<file path="src/hw/rtl/kcl_pkg.sv">
// kcl_pkg: shared types, constants and register indexes for the keypad code lock.
// Used by kcl_decode, kcl_debounce, kcl_entry and keypad_code_lock_top.
package kcl_pkg;

    // field widths
    localparam int SAMPLE_W   = 10;
    localparam int KEY_W      = 3;
    localparam int VALUE_W    = 13;
    localparam int COUNT_W    = 3;
    localparam int PASS_W     = 14;
    localparam int TICK_W     = 11;
    localparam int FAIL_W     = 2;
    localparam int CFG_ADDR_W = 3;
    localparam int CFG_DATA_W = 14;

    localparam int NUM_KEYS    = 5;
    localparam int CODE_DIGITS = 4;
    localparam int MAX_FAILS   = 3;
    localparam int DEC_BASE    = 10;

    localparam logic [TICK_W-1:0] TICK_MAX = '1;

    // reset values of the configuration registers
    localparam logic [PASS_W-1:0]   RST_PASSWORD  = 14'd1234;
    localparam logic [SAMPLE_W-1:0] RST_DEBOUNCE  = 10'd50;
    localparam logic [SAMPLE_W-1:0] RST_TOLERANCE = 10'd10;
    localparam logic [SAMPLE_W-1:0] RST_LEVEL_K1  = 10'd870;
    localparam logic [SAMPLE_W-1:0] RST_LEVEL_K2  = 10'd738;
    localparam logic [SAMPLE_W-1:0] RST_LEVEL_K3  = 10'd274;
    localparam logic [SAMPLE_W-1:0] RST_LEVEL_K4  = 10'd453;
    localparam logic [SAMPLE_W-1:0] RST_LEVEL_K5  = 10'd600;

    // configuration register indexes
    localparam logic [CFG_ADDR_W-1:0] CFG_PASSWORD  = 3'd0;
    localparam logic [CFG_ADDR_W-1:0] CFG_DEBOUNCE  = 3'd1;
    localparam logic [CFG_ADDR_W-1:0] CFG_TOLERANCE = 3'd2;
    localparam logic [CFG_ADDR_W-1:0] CFG_LEVEL_K1  = 3'd3;
    localparam logic [CFG_ADDR_W-1:0] CFG_LEVEL_K2  = 3'd4;
    localparam logic [CFG_ADDR_W-1:0] CFG_LEVEL_K3  = 3'd5;
    localparam logic [CFG_ADDR_W-1:0] CFG_LEVEL_K4  = 3'd6;
    localparam logic [CFG_ADDR_W-1:0] CFG_LEVEL_K5  = 3'd7;

    localparam logic [KEY_W-1:0] KEY_NONE = 3'd0;

    typedef logic [NUM_KEYS-1:0][SAMPLE_W-1:0] t_level_arr;

    typedef enum logic [1:0] {
        VERDICT_NONE     = 2'd0,
        VERDICT_ACCEPT   = 2'd1,
        VERDICT_REJECT   = 2'd2,
        VERDICT_LOCKOUT  = 2'd3
    } t_verdict;

    // one result item as produced by the entry logic
    typedef struct packed {
        logic [KEY_W-1:0]   press_key;
        logic [VALUE_W-1:0] entered_value;
        logic [COUNT_W-1:0] digits_entered;
        t_verdict           verdict;
    } t_result;

endpackage

</file>
<file path="src/hw/rtl/kcl_decode.sv">
// kcl_decode: maps one ladder ADC sample to key 1..5 or no key.
// Depends on kcl_pkg.
module kcl_decode
    import kcl_pkg::*;
(
    input  logic [SAMPLE_W-1:0] i_sample,
    input  logic [SAMPLE_W-1:0] i_tolerance,
    input  t_level_arr          i_levels,
    output logic [KEY_W-1:0]    o_key
);

    logic [NUM_KEYS-1:0][SAMPLE_W-1:0] diff;
    logic [NUM_KEYS-1:0]               hit;

    // absolute distance to every level, in parallel
    always_comb begin
        for (int k = 0; k < NUM_KEYS; k++) begin
            diff[k] = (i_sample >= i_levels[k]) ? (i_sample - i_levels[k])
                                                : (i_levels[k] - i_sample);
            hit[k]  = (diff[k] < i_tolerance);
        end
    end

    // lowest numbered matching key wins: scan from the top down
    always_comb begin
        o_key = KEY_NONE;
        for (int k = NUM_KEYS - 1; k >= 0; k--) begin
            if (hit[k]) begin
                o_key = KEY_W'(k + 1);
            end
        end
    end

endmodule

</file>
<file path="src/hw/rtl/kcl_debounce.sv">
// kcl_debounce: tracks decoded key stability and emits press events.
// Depends on kcl_pkg.
module kcl_debounce
    import kcl_pkg::*;
(
    input  logic                i_clk,
    input  logic                i_rst_n,
    input  logic                i_advance,
    input  logic [KEY_W-1:0]    i_key,
    input  logic [SAMPLE_W-1:0] i_debounce_ticks,
    output logic [KEY_W-1:0]    o_press
);

    logic [KEY_W-1:0]  r_last_key, n_last_key;
    logic [KEY_W-1:0]  r_stable_key, n_stable_key;
    logic [TICK_W-1:0] r_ticks, n_ticks;

    // tick counter restarts on a code change, otherwise counts and saturates
    always_comb begin
        n_last_key   = r_last_key;
        n_ticks      = r_ticks;
        n_stable_key = r_stable_key;
        o_press      = KEY_NONE;
        if (i_key != r_last_key) begin
            n_last_key = i_key;
            n_ticks    = '0;
        end else if (r_ticks != TICK_MAX) begin
            n_ticks = r_ticks + 1'b1;
        end
        if ((n_ticks > TICK_W'(i_debounce_ticks)) && (i_key != r_stable_key)) begin
            n_stable_key = i_key;
            o_press      = i_key;   // release gives KEY_NONE, no press
        end
    end

    always_ff @(posedge i_clk) begin
        if (!i_rst_n) begin
            r_last_key   <= KEY_NONE;
            r_stable_key <= KEY_NONE;
            r_ticks      <= '0;
        end else if (i_advance) begin
            r_last_key   <= n_last_key;
            r_stable_key <= n_stable_key;
            r_ticks      <= n_ticks;
        end
    end

endmodule

</file>
<file path="src/hw/rtl/kcl_entry.sv">
// kcl_entry: builds the four digit code from presses and gives the verdict.
// Depends on kcl_pkg.
module kcl_entry
    import kcl_pkg::*;
(
    input  logic              i_clk,
    input  logic              i_rst_n,
    input  logic              i_advance,
    input  logic [KEY_W-1:0]  i_press,
    input  logic [PASS_W-1:0] i_password,
    output t_result           o_result
);

    localparam int ACC_W = VALUE_W + 4;

    logic [COUNT_W-1:0] r_digit_count, n_digit_count;
    logic [VALUE_W-1:0] r_code_accum, n_code_accum;
    logic [FAIL_W-1:0]  r_fail_count, n_fail_count;

    logic [ACC_W-1:0]   acc_wide;
    logic [VALUE_W-1:0] shown_value;
    logic [COUNT_W-1:0] shown_count;
    logic [FAIL_W-1:0]  fail_inc;
    logic               got_press;

    assign got_press = (i_press != KEY_NONE);
    assign acc_wide  = ACC_W'(r_code_accum) * ACC_W'(DEC_BASE) + ACC_W'(i_press);
    assign fail_inc  = r_fail_count + 1'b1;

    // append a digit, then judge the code once it is complete
    always_comb begin
        n_digit_count = r_digit_count;
        n_code_accum  = r_code_accum;
        n_fail_count  = r_fail_count;
        o_result.verdict = VERDICT_NONE;
        if (got_press) begin
            n_digit_count = r_digit_count + 1'b1;
            n_code_accum  = acc_wide[VALUE_W-1:0];
        end
        shown_value = n_code_accum;
        shown_count = n_digit_count;
        if (got_press && (n_digit_count >= COUNT_W'(CODE_DIGITS))) begin
            if (PASS_W'(n_code_accum) == i_password) begin
                n_fail_count     = '0;
                o_result.verdict = VERDICT_ACCEPT;
            end else if (32'(fail_inc) < MAX_FAILS) begin
                n_fail_count     = fail_inc;
                o_result.verdict = VERDICT_REJECT;
            end else begin
                n_fail_count     = '0;
                o_result.verdict = VERDICT_LOCKOUT;
            end
            n_digit_count = '0;
            n_code_accum  = '0;
        end
        o_result.press_key      = i_press;
        o_result.entered_value  = shown_value;
        o_result.digits_entered = shown_count;
    end

    always_ff @(posedge i_clk) begin
        if (!i_rst_n) begin
            r_digit_count <= '0;
            r_code_accum  <= '0;
            r_fail_count  <= '0;
        end else if (i_advance) begin
            r_digit_count <= n_digit_count;
            r_code_accum  <= n_code_accum;
            r_fail_count  <= n_fail_count;
        end
    end

    // a completing press empties the entry
    a_complete_clears: assert property (@(posedge i_clk) disable iff (!i_rst_n)
        (i_advance && got_press && (r_digit_count == COUNT_W'(CODE_DIGITS - 1)))
        |=> (r_digit_count == '0) && (r_code_accum == '0))
        else $error("entry not cleared after fourth digit");

    // a verdict only comes with a press that shows a full code
    a_verdict_full: assert property (@(posedge i_clk) disable iff (!i_rst_n)
        (o_result.verdict != VERDICT_NONE)
        |-> (got_press && (o_result.digits_entered == COUNT_W'(CODE_DIGITS))))
        else $error("verdict without a complete code");

    // lockout restarts the failure count
    a_lockout_clears: assert property (@(posedge i_clk) disable iff (!i_rst_n)
        (i_advance && (o_result.verdict == VERDICT_LOCKOUT)) |=> (r_fail_count == '0))
        else $error("fail count not cleared on lockout");

    // stored failures stay below the lockout threshold
    a_fail_bound: assert property (@(posedge i_clk) disable iff (!i_rst_n)
        32'(r_fail_count) < MAX_FAILS)
        else $error("fail count reached lockout threshold");

endmodule

</file>
<file path="src/hw/rtl/keypad_code_lock_top.sv">
// keypad_code_lock_top: keypad code lock with input register, result register
// and configuration registers. Depends on kcl_pkg, kcl_decode, kcl_debounce, kcl_entry.

// The lock takes one ADC sample item per clock unless o_in_stall is high, and
// returns one result item per sample. A sample is held in the input register,
// decoded, debounced and folded into the code entry combinationally, and the
// result lands in the output register, where it waits while i_out_stall is
// high. Lock state advances exactly when an item moves from the input
// register to the output register, so the sustained rate is one item per
// cycle whenever the output side takes results. Configuration writes take
// effect at once and belong between items, with the block idle.
module keypad_code_lock_top
    import kcl_pkg::*;
(
    input  logic                  i_clk,
    input  logic                  i_rst_n,
    // sample channel
    input  logic                  i_in_valid,
    output logic                  o_in_stall,
    input  logic [SAMPLE_W-1:0]   i_adc_sample,
    // result channel
    output logic                  o_out_valid,
    input  logic                  i_out_stall,
    output logic [KEY_W-1:0]      o_press_key,
    output logic [VALUE_W-1:0]    o_entered_value,
    output logic [COUNT_W-1:0]    o_digits_entered,
    output logic [1:0]            o_verdict,
    // configuration
    input  logic                  i_cfg_we,
    input  logic [CFG_ADDR_W-1:0] i_cfg_addr,
    input  logic [CFG_DATA_W-1:0] i_cfg_wdata
);

    logic [PASS_W-1:0]   r_password;
    logic [SAMPLE_W-1:0] r_debounce;
    logic [SAMPLE_W-1:0] r_tolerance;
    t_level_arr          r_levels;

    logic                r_in_valid;
    logic [SAMPLE_W-1:0] r_sample;
    logic                r_out_valid;
    t_result             r_result;

    logic                out_busy;
    logic                advance;
    logic [KEY_W-1:0]    key;
    logic [KEY_W-1:0]    press;
    t_result             result;

    // configuration registers
    always_ff @(posedge i_clk) begin
        if (!i_rst_n) begin
            r_password  <= RST_PASSWORD;
            r_debounce  <= RST_DEBOUNCE;
            r_tolerance <= RST_TOLERANCE;
            r_levels[0] <= RST_LEVEL_K1;
            r_levels[1] <= RST_LEVEL_K2;
            r_levels[2] <= RST_LEVEL_K3;
            r_levels[3] <= RST_LEVEL_K4;
            r_levels[4] <= RST_LEVEL_K5;
        end else if (i_cfg_we) begin
            unique case (i_cfg_addr)
                CFG_PASSWORD:  r_password  <= i_cfg_wdata[PASS_W-1:0];
                CFG_DEBOUNCE:  r_debounce  <= i_cfg_wdata[SAMPLE_W-1:0];
                CFG_TOLERANCE: r_tolerance <= i_cfg_wdata[SAMPLE_W-1:0];
                CFG_LEVEL_K1:  r_levels[0] <= i_cfg_wdata[SAMPLE_W-1:0];
                CFG_LEVEL_K2:  r_levels[1] <= i_cfg_wdata[SAMPLE_W-1:0];
                CFG_LEVEL_K3:  r_levels[2] <= i_cfg_wdata[SAMPLE_W-1:0];
                CFG_LEVEL_K4:  r_levels[3] <= i_cfg_wdata[SAMPLE_W-1:0];
                CFG_LEVEL_K5:  r_levels[4] <= i_cfg_wdata[SAMPLE_W-1:0];
            endcase
        end
    end

    // handshake: the input register moves on whenever the result slot frees
    assign out_busy   = r_out_valid && i_out_stall;
    assign advance    = r_in_valid && !out_busy;
    assign o_in_stall = r_in_valid && out_busy;

    // input register
    always_ff @(posedge i_clk) begin
        if (!i_rst_n) begin
            r_in_valid <= 1'b0;
        end else if (!o_in_stall) begin
            r_in_valid <= i_in_valid;
        end
    end

    always_ff @(posedge i_clk) begin
        if (i_in_valid && !o_in_stall) begin
            r_sample <= i_adc_sample;
        end
    end

    kcl_decode u_decode (
        .i_sample    (r_sample),
        .i_tolerance (r_tolerance),
        .i_levels    (r_levels),
        .o_key       (key)
    );

    kcl_debounce u_debounce (
        .i_clk            (i_clk),
        .i_rst_n          (i_rst_n),
        .i_advance        (advance),
        .i_key            (key),
        .i_debounce_ticks (r_debounce),
        .o_press          (press)
    );

    kcl_entry u_entry (
        .i_clk      (i_clk),
        .i_rst_n    (i_rst_n),
        .i_advance  (advance),
        .i_press    (press),
        .i_password (r_password),
        .o_result   (result)
    );

    // result register
    always_ff @(posedge i_clk) begin
        if (!i_rst_n) begin
            r_out_valid <= 1'b0;
        end else if (!out_busy) begin
            r_out_valid <= r_in_valid;
        end
    end

    always_ff @(posedge i_clk) begin
        if (advance) begin
            r_result <= result;
        end
    end

    assign o_out_valid      = r_out_valid;
    assign o_press_key      = r_result.press_key;
    assign o_entered_value  = r_result.entered_value;
    assign o_digits_entered = r_result.digits_entered;
    assign o_verdict        = r_result.verdict;

endmodule
</file>
<file path="config.mk">
export PLATFORM = sky130hd
export DESIGN_NAME = keypad_code_lock_top
export DESIGN_NICKNAME = d
export VERILOG_FILES = /design/src/hw/rtl/kcl_pkg.sv /design/src/hw/rtl/kcl_decode.sv /design/src/hw/rtl/kcl_debounce.sv /design/src/hw/rtl/kcl_entry.sv /design/src/hw/rtl/keypad_code_lock_top.sv
export SDC_FILE = /design/constraint.sdc
export NUM_CORES = 1
export LEC_CHECK = 0
export ABC_CLOCK_PERIOD_IN_PS = 10000
export BUFFER_PORTS_ARGS = -buffer_cell sky130_fd_sc_hd__buf_4
export CORE_ASPECT_RATIO = 1.75
export CORE_UTILIZATION = 30
export DETAILED_ROUTE_END_ITERATION = 6
export GPL_ROUTABILITY_DRIVEN = 0
export PLACE_DENSITY = 0.43
export SETUP_SLACK_MARGIN = 0.05
export SLEW_MARGIN = 20
export SYNTH_ARGS = -nofsm -noshare
export SYNTH_HDL_FRONTEND = slang
export SYNTH_SLANG_ARGS = --single-unit
</file>
<file path="constraint.sdc">
create_clock -name i_clk -period 10 [get_ports i_clk]
set_clock_uncertainty 0.15 [all_clocks]
set_input_delay 2 -clock i_clk [delete_from_list [all_inputs] [get_ports i_clk]]
set_output_delay 2 -clock i_clk [all_outputs]
set_load 0.05 [all_outputs]
</file>
==> results.py, run 1 <==
metrics = {
    "run_status": {
        "outcome": "complete, no violations",
    },
    "pwr": {
        "switchingPower_w": 0.000680,
        "p_leak_nw": 6.40,
        "powerDensity_nw_per_um2": 133,
        "combPwrFrac_pct": 31.4,
        "peakVddDrop_uv": 127,
        "switching_share_pct": 34.2,
        "pwr-share-seq_pct": 33.1,
        "pwr-share-clk_pct": 35.5,
        "intPower_w": 0.00131,
    },
    "synth": {
        "syn_nets": 1691,
        "ys_seq_area_share_pct": 27.1,
        "synth_flop_cell": "dfxtp_1",
        "synth_area_um2": 12400,
        "synth_top_area_share_pct": 19.6,
        "yosys.area.top_type": "dfxtp_1",
        "syn_avg_cell_area_um2": 8.37,
        "synth_area_leaders": "dfxtp_1, ha_1, edfxtp_1, nand2_1, a21oi_1",
        "synth_edf_count": 31,
        "ys_types": 73,
        "synthCells": 1476,
        "yosys_warnings": 0,
        "ys_ff_latch": 152,
        "synth-async-reset-ratio_pct": 0,
    },
    "global_route": {
        "grt_pass1_vias": 11028,
        "antenna_found_initial": 0,
        "overflow": 0,
        "grt_pass1_wl_um": 67000,
        "grt_use_total_pct": 21.8,
        "grt_start_max_net_pins": 98,
    },
    "floorplanning": {
        "die_area_um2": 42000,
        "start_util_pct": 30.4,
        "io_pins": 55,
        "die_y_um": 270,
        "row_count": 98,
        "die_w_um": 155,
        "core_um2": 40700,
    },
    "layout": {
        "nets": 1811,
        "final_util_pct": 36.7,
        "drive_gt1_share_pct": 16.7,
        "diodes": 0,
        "area_growth_syn_to_layout_pct": 20.8,
        "fin_area_um2": 14900,
    },
    "sta": {
        "worstMarginPinSlew_ns": 1.12,
        "maxSlewHeadroom_pct": 24.8,
        "finalCritPeriodShare_pct": 94.0,
        "fmax_ghz": 0.106,
        "hold_violations": 0,
        "setup_viol": 0,
        "fin_crit_ns": 9.40,
        "maxSlewViolCount": 0,
    },
    "hold_path": {
        "worstHoldEndpoint": "r_debounce[6]",
        "min_path_cells": 2,
        "hold_path_class": "register to register",
        "hold_path.startpoint": "r_debounce[6]",
    },
    "worst_setup_path": {
        "start_kind": "register",
        "regToRegSetupSlack_ns": 0.60,
        "r2r_start": "r_sample[0]",
        "endpoint_kind": "register",
        "regToRegEndpoint": "u_entry.r_fail_count[0]",
        "cp_num_buf_inv": 7,
        "arrival_ns": 9.60,
        "crit_path_top_delay_cell": "or4_4",
        "cp.required_ns": 10.19,
        "path_class": "register to register",
        "worstSetupStartpoint": "r_sample[0]",
        "cp_max_fo": 5,
        "crit_family": "compound AO/OA/AOI/OAI gates",
        "r2r_cells": 49,
        "crit_path_max_incr_delay_ns": 0.52,
    },
    "clocking": {
        "cts.sink_count": 152,
        "htreeDepth": 4,
        "hold_buffers": 0,
        "cts_tree": "built",
        "clk_path_buf_depth": 2,
        "clk_latency_ns": 0.46,
        "clkTransAtPathRegs_ns": 0.07,
        "root_buffer": "clkbuf_16",
        "numCtsBuffers": 17,
    },
    "placement": {
        "dp_hpwl_um": 34800,
        "postPlaceCellArea_um2": 13800,
        "port_buffers": 54,
    },
    "job": {
        "cap_violations": 0,
    },
    "route": {
        "drt_iter0_drc": 365,
        "drtPass1Iterations": 7,
        "vias": 10879,
        "post-route-drc-count": 0,
        "wirelength_um": 44800,
        "antenna_left": 0,
        "viasPerCell": 5.04,
        "post_drt_wl_per_cell_um": 20.8,
    },
}
## sequential cells by signal, summed over array words and instances, names as in the netlist
name and cells:
o_digits_entered 3, r_password 14, o_out_valid 1, u_debounce.r_ticks 11
r_tolerance 10, r_sample 10, r_in_valid 1, r_debounce 10
r_levels 50, u_debounce.r_last_key 3, o_entered_value 13, u_debounce.r_stable_key 3
o_press_key 3, o_verdict 2, u_entry.r_code_accum 13, u_entry.r_fail_count 2
u_entry.r_digit_count 3
## cell families (layout without fill, tap and decap cells)
family	count (synthesis)	in the layout	share of synthesized area [%]
DFF	152	152	27.1
buffers and inverters	184	316	5.94
adders and majority gates	183	183	19.3
xor gates and xnor gates	78	78	5.53
and+or+nand+nor	432	432	16.2
AOI/OAI and AO/OA	397	398	21.7
muxes	50	50	4.17
## metrics by stage
| step | total power (W) | worst slack [ns] | hold WS, ns | TNS (ns) | cells |
|---|---|---|---|---|---|
| 2_1_floorplan | 0.00102 | 0.342 | 0.293 | 0 | 1476 |
| 3_3_place_gp | 0.00123 | -0.390 | 0.302 | -1.42 | 2106 |
| 3_5_place_dp | 0.00123 | -0.287 | 0.309 | -1.02 | 2106 |
| 4_1_cts | 0.00195 | 0.0522 | 0.319 | 0 | 2138 |
| 5_1_grt | 0.00209 | -0.0150 | 0.337 | -0.0158 | 2159 |
| 6_report | 0.00199 | 0.596 | 0.314 | 0 | 2159 |
## cell usage after synthesis (all sizes together), types with 10 or more instances
cell type,number
nor2,50
nand4,10
clkbuf,47
dfxtp,121
buf,12
o21ai,47
nand2b,13
nand2,215
nor2b,28
mux2i,38
edfxtp,31
mux2,12
a21boi,72
fa,12
xor2,35
nand3,31
o21bai,21
a21oi,108
xnor2,43
inv,125
and3,16
ha,171
a21o,37
o211ai,35
nor3,32
## worst max-delay path by stage
stage / endpoint / slack [ns] / cells after the start
finish: u_entry.r_fail_count[0] / 0.60 / 49
global route: o_verdict[1] / -0.02 / 51
CTS: o_verdict[1] / 0.05 / 51
detailed placement: o_verdict[1] / -0.29 / 52
global placement: o_verdict[1] / -0.39 / 51
floorplan: o_verdict[1] / 0.34 / 49
## layout by cell type, fill, tap and decap left out, drive strengths merged, types with 6 or more instances in the layout
| cell type | instances |
|---|---|
| ha | 171 |
| nand3 | 31 |
| mux2i | 38 |
| and4 | 7 |
| a21oi | 109 |
| nor2b | 28 |
| buf | 159 |
| and3 | 16 |
| o21ai | 47 |
| nand2 | 215 |
| mux2 | 12 |
| o21bai | 21 |
| dfxtp | 121 |
| a211oi | 9 |
| clkbuf | 18 |
| fa | 12 |
| and2 | 6 |
| xor2 | 35 |
| inv | 131 |
| nand2b | 13 |
| edfxtp | 31 |
| a21boi | 72 |
| xnor2 | 43 |
| nor2 | 50 |
| nor3 | 32 |
| o21a | 9 |
| or3 | 8 |
| a21o | 37 |
| nand4 | 10 |
| o211ai | 35 |
## worst register-to-register path, delay by kind of cell (launching register included)
family	cells	cell delay, ns
AO/OA/AOI/OAI	22	3.74
multiplexers	1	0.16
XOR/XNOR	2	0.34
adder cells (fa/ha/maj)	6	1.56
flip-flops	1	0.41
AND/OR/NAND/NOR	11	2.11
buffers and inverters	7	0.81
## routing by layer
layer	vias to the layer above	wire, µm	global-route usage (%)
met5	-	0	0
met4	0	3130	14.9
met3	100	981	2.37
met2	190	24500	42.0
met1	5155	16300	21.4
li1	5434	-	-
## power by group through the flow
stage,Clock [W],Combinational [W],Sequential (W)
after floorplan,0,0.000344,0.000679
after global placement,0,0.000558,0.000671
after detailed placement,0,0.000560,0.000671
after CTS,0.000727,0.000571,0.000657
after global routing,0.000749,0.000681,0.000659
final,0.000705,0.000623,0.000657
## area by class of cell
| cell class | count | area [µm²] |
|---|---|---|
| well taps | 550 | 688 |
| inverters | 125 | 469 |
| repair buffers | 159 | 1190 |
| fillers | 4331 | 25800 |
| multi-input cells | 1141 | 8600 |
| clock inverters | 14 | 188 |
| clock buffers | 18 | 429 |
| flip-flops and latches | 152 | 3350 |
## timing repair
item | CTS | global route
buffers inserted | 0 | 19
pin swaps | 0 | 31
gates cloned | 0 | 2
resized for setup | 18 | 63
endpoints found under the setup margin | 4 | 8
Power figures use the tool's default switching activity.
==> inputs of run 2 (changes only) <==
--- a/config.mk
+++ b/config.mk
@@ -5,13 +5,13 @@
 export SDC_FILE = /design/constraint.sdc
 export NUM_CORES = 1
 export LEC_CHECK = 0
-export ABC_CLOCK_PERIOD_IN_PS = 10000
+export ABC_CLOCK_PERIOD_IN_PS = 8700
 export BUFFER_PORTS_ARGS = -buffer_cell sky130_fd_sc_hd__buf_4
 export CORE_ASPECT_RATIO = 1.75
 export CORE_UTILIZATION = 30
 export DETAILED_ROUTE_END_ITERATION = 6
 export GPL_ROUTABILITY_DRIVEN = 0
-export PLACE_DENSITY = 0.43
+export PLACE_DENSITY = 0.42
 export SETUP_SLACK_MARGIN = 0.05
 export SLEW_MARGIN = 20
 export SYNTH_ARGS = -nofsm -noshare
==> constraint.sdc (replaced) <==
create_clock -name i_clk -period 8.7 [get_ports i_clk]
set_clock_uncertainty 0.15 [all_clocks]
set_input_delay 1.74 -clock i_clk [delete_from_list [all_inputs] [get_ports i_clk]]
set_output_delay 1.74 -clock i_clk [all_outputs]
set_load 0.05 [all_outputs]
==> results.py, run 2 (synthesized netlist as in run 1, its figures left out) <==
metrics = {
    "run_status": {
        "outcome": "finished with violations",
        "violations": "setup timing",
    },
    "worst_setup_path": {
        "endpoint_kind": "register",
        "start_kind": "register",
        "regToRegSetupSlack_ns": -0.72,
        "regToRegEndpoint": "o_verdict[1]",
        "crit_path_max_incr_delay_ns": 0.44,
        "r2r_start": "r_sample[0]",
        "path_class": "register to register",
        "cp.required_ns": 8.77,
        "crit_path_top_delay_cell": "or4_4",
        "r2r_cells": 50,
        "cp_max_fo": 6,
        "arrival_ns": 9.49,
    },
    "pwr": {
        "pwr-share-clk_pct": 33.3,
        "intPower_w": 0.00150,
        "p_leak_nw": 7.20,
        "powerDensity_nw_per_um2": 143,
        "combPwrFrac_pct": 34.6,
        "peakVddDrop_uv": 145,
        "pwr-share-seq_pct": 32.1,
        "switching_share_pct": 35.8,
        "switchingPower_w": 0.000837,
    },
    "hold_path": {
        "hold_path_class": "register to register",
        "hold_path.startpoint": "r_levels[29]",
        "min_path_cells": 2,
        "worstHoldEndpoint": "r_levels[29]",
    },
    "sta": {
        "fin_ws_ns": -0.722,
        "hold_violations": 0,
        "fin_crit_ns": 9.42,
        "maxSlewViolCount": 0,
        "whs_ns": 0.316,
        "worstMarginPinSlew_ns": 1.04,
        "rsz0062_at_grt": "yes",
        "fmax_ghz": 0.106,
        "finalCritPeriodShare_pct": 108,
        "maxSlewHeadroom_pct": 30.8,
        "setup_viol": 4,
    },
    "route": {
        "vias": 11491,
        "post-route-drc-count": 0,
        "viasPerCell": 4.97,
        "antenna_left": 0,
        "wirelength_um": 46400,
        "post_drt_wl_per_cell_um": 20.1,
        "drtPass1Iterations": 5,
        "drt_iter0_drc": 349,
    },
    "layout": {
        "mostFrequentLayoutCells": "buf_4, nand2_1, ha_1, dfxtp_1, inv_1",
        "drive_gt1_share_pct": 25.1,
        "largest_reg_flops": 50,
        "final_util_pct": 40.2,
        "nets": 1966,
        "area_growth_syn_to_layout_pct": 32.4,
        "final_common_cell": "buf_4",
        "ff_latch_area_um2": 3350,
        "regMostFlops": "r_levels",
        "reg_top3": "r_levels x50, r_password x14",
        "n_fill_cell": 4276,
        "diodes": 0,
        "multi_input_area_um2": 8760,
    },
    "floorplanning": {
        "die_w_um": 155,
        "row_count": 98,
        "die_y_um": 270,
        "start_util_pct": 30.4,
        "io_pins": 55,
        "core_um2": 40700,
        "die_area_um2": 42000,
    },
    "clocking": {
        "htreeDepth": 4,
        "numCtsBuffers": 17,
        "cts_tree": "built",
        "clk_path_buf_depth": 2,
        "root_buffer": "clkbuf_16",
        "cts.sink_count": 152,
        "clkTransAtPathRegs_ns": 0.07,
        "clk_latency_ns": 0.46,
        "hold_buffers": 0,
    },
    "global_route": {
        "top_usage_layer": "met2",
        "grt_pass1_wl_um": 70000,
        "grt.met3_usage_pct": 3.32,
        "grt_util_met1_pct": 22.1,
        "antenna_found_initial": 0,
        "grt_use_total_pct": 22.7,
        "use_met2_pct": 44.4,
        "grt_start_max_net_pins": 64,
        "overflow": 0,
        "grt_pass1_vias": 11735,
    },
    "placement": {
        "dp_hpwl_um": 36500,
        "port_buffers": 54,
    },
    "job": {
        "cap_violations": 0,
    },
}
==> run 2: worst max path at each step <==
| stage | startpoint | endpoint | slack (ns) | cells past startpoint |
|---|---|---|---|---|
| floorplan | r_sample[0] | o_verdict[1] | 0.01 | 49 |
| CTS | r_sample[0] | o_verdict[1] | -0.61 | 50 |
| detailed placement | r_sample[0] | o_verdict[1] | -1.19 | 51 |
| global route | r_sample[0] | o_verdict[1] | -1.01 | 50 |
| finish | r_sample[0] | o_verdict[1] | -0.72 | 50 |
| global placement | r_sample[0] | o_verdict[1] | -1.14 | 51 |
==> run 2: metrics by stage <==
step	power [W]	instance area, µm²	TNS (ns)	setup slack [ns]	cells
final	0.00234	16400	-2.81	-0.722	2314
after global routing	0.00246	16400	-5.86	-1.01	2314
after CTS	0.00234	16100	-2.34	-0.606	2306
after detailed placement	0.00152	15300	-8.48	-1.19	2265
after global placement	0.00151	15300	-8.69	-1.14	2265
after floorplan	0.00120	12500	0	0.0133	1476
==> run 2: cell type report <==
| type | count | share of cell area (%) |
|---|---|---|
| sequential | 152 | 20.5 |
| inverter | 125 | 2.88 |
| tap | 550 | 4.21 |
| clock buffer | 18 | 2.68 |
| multi-input combinational | 1140 | 53.6 |
| timing repair buffer | 315 | 15.3 |
| clock inverter | 14 | 0.902 |
==> run 2: repair_timing <==
item | CTS | global route
gates resized for setup | 42 | 39
buffers inserted | 10 | 9
gates cloned | 0 | 0
pin swaps | 19 | 30
setup endpoints to repair | 23 | 22
==> run 2: critical path, delay by kind of cell, from the launching register on <==
kind / cells / cell delay, ns
adders and majority gates: 6 / 1.51
muxes: 1 / 0.32
and+or+nand+nor: 16 / 3.04
xor gates and xnor gates: 2 / 0.26
AOI/OAI and AO/OA: 18 / 2.69
buffers and inverters: 7 / 0.79
DFF: 1 / 0.41
==> run 2: layer usage <==
metal,up-vias,part of all wire (%),wire [µm]
met5,-,0,0
met4,0,5.9,2740
met3,103,2.7,1270
met2,200,55,25600
met1,5440,36,16800
li1,5748,-,-
==> run 2: power groups by stage <==
stage,Sequential (W),Combinational [W],Clock (W)
floorplan,0.000781,0.000419,0
global placement,0.000767,0.000744,0
detailed placement,0.000767,0.000750,0
CTS,0.000751,0.000788,0.000800
global route,0.000753,0.000885,0.000821
finish,0.000751,0.000809,0.000779
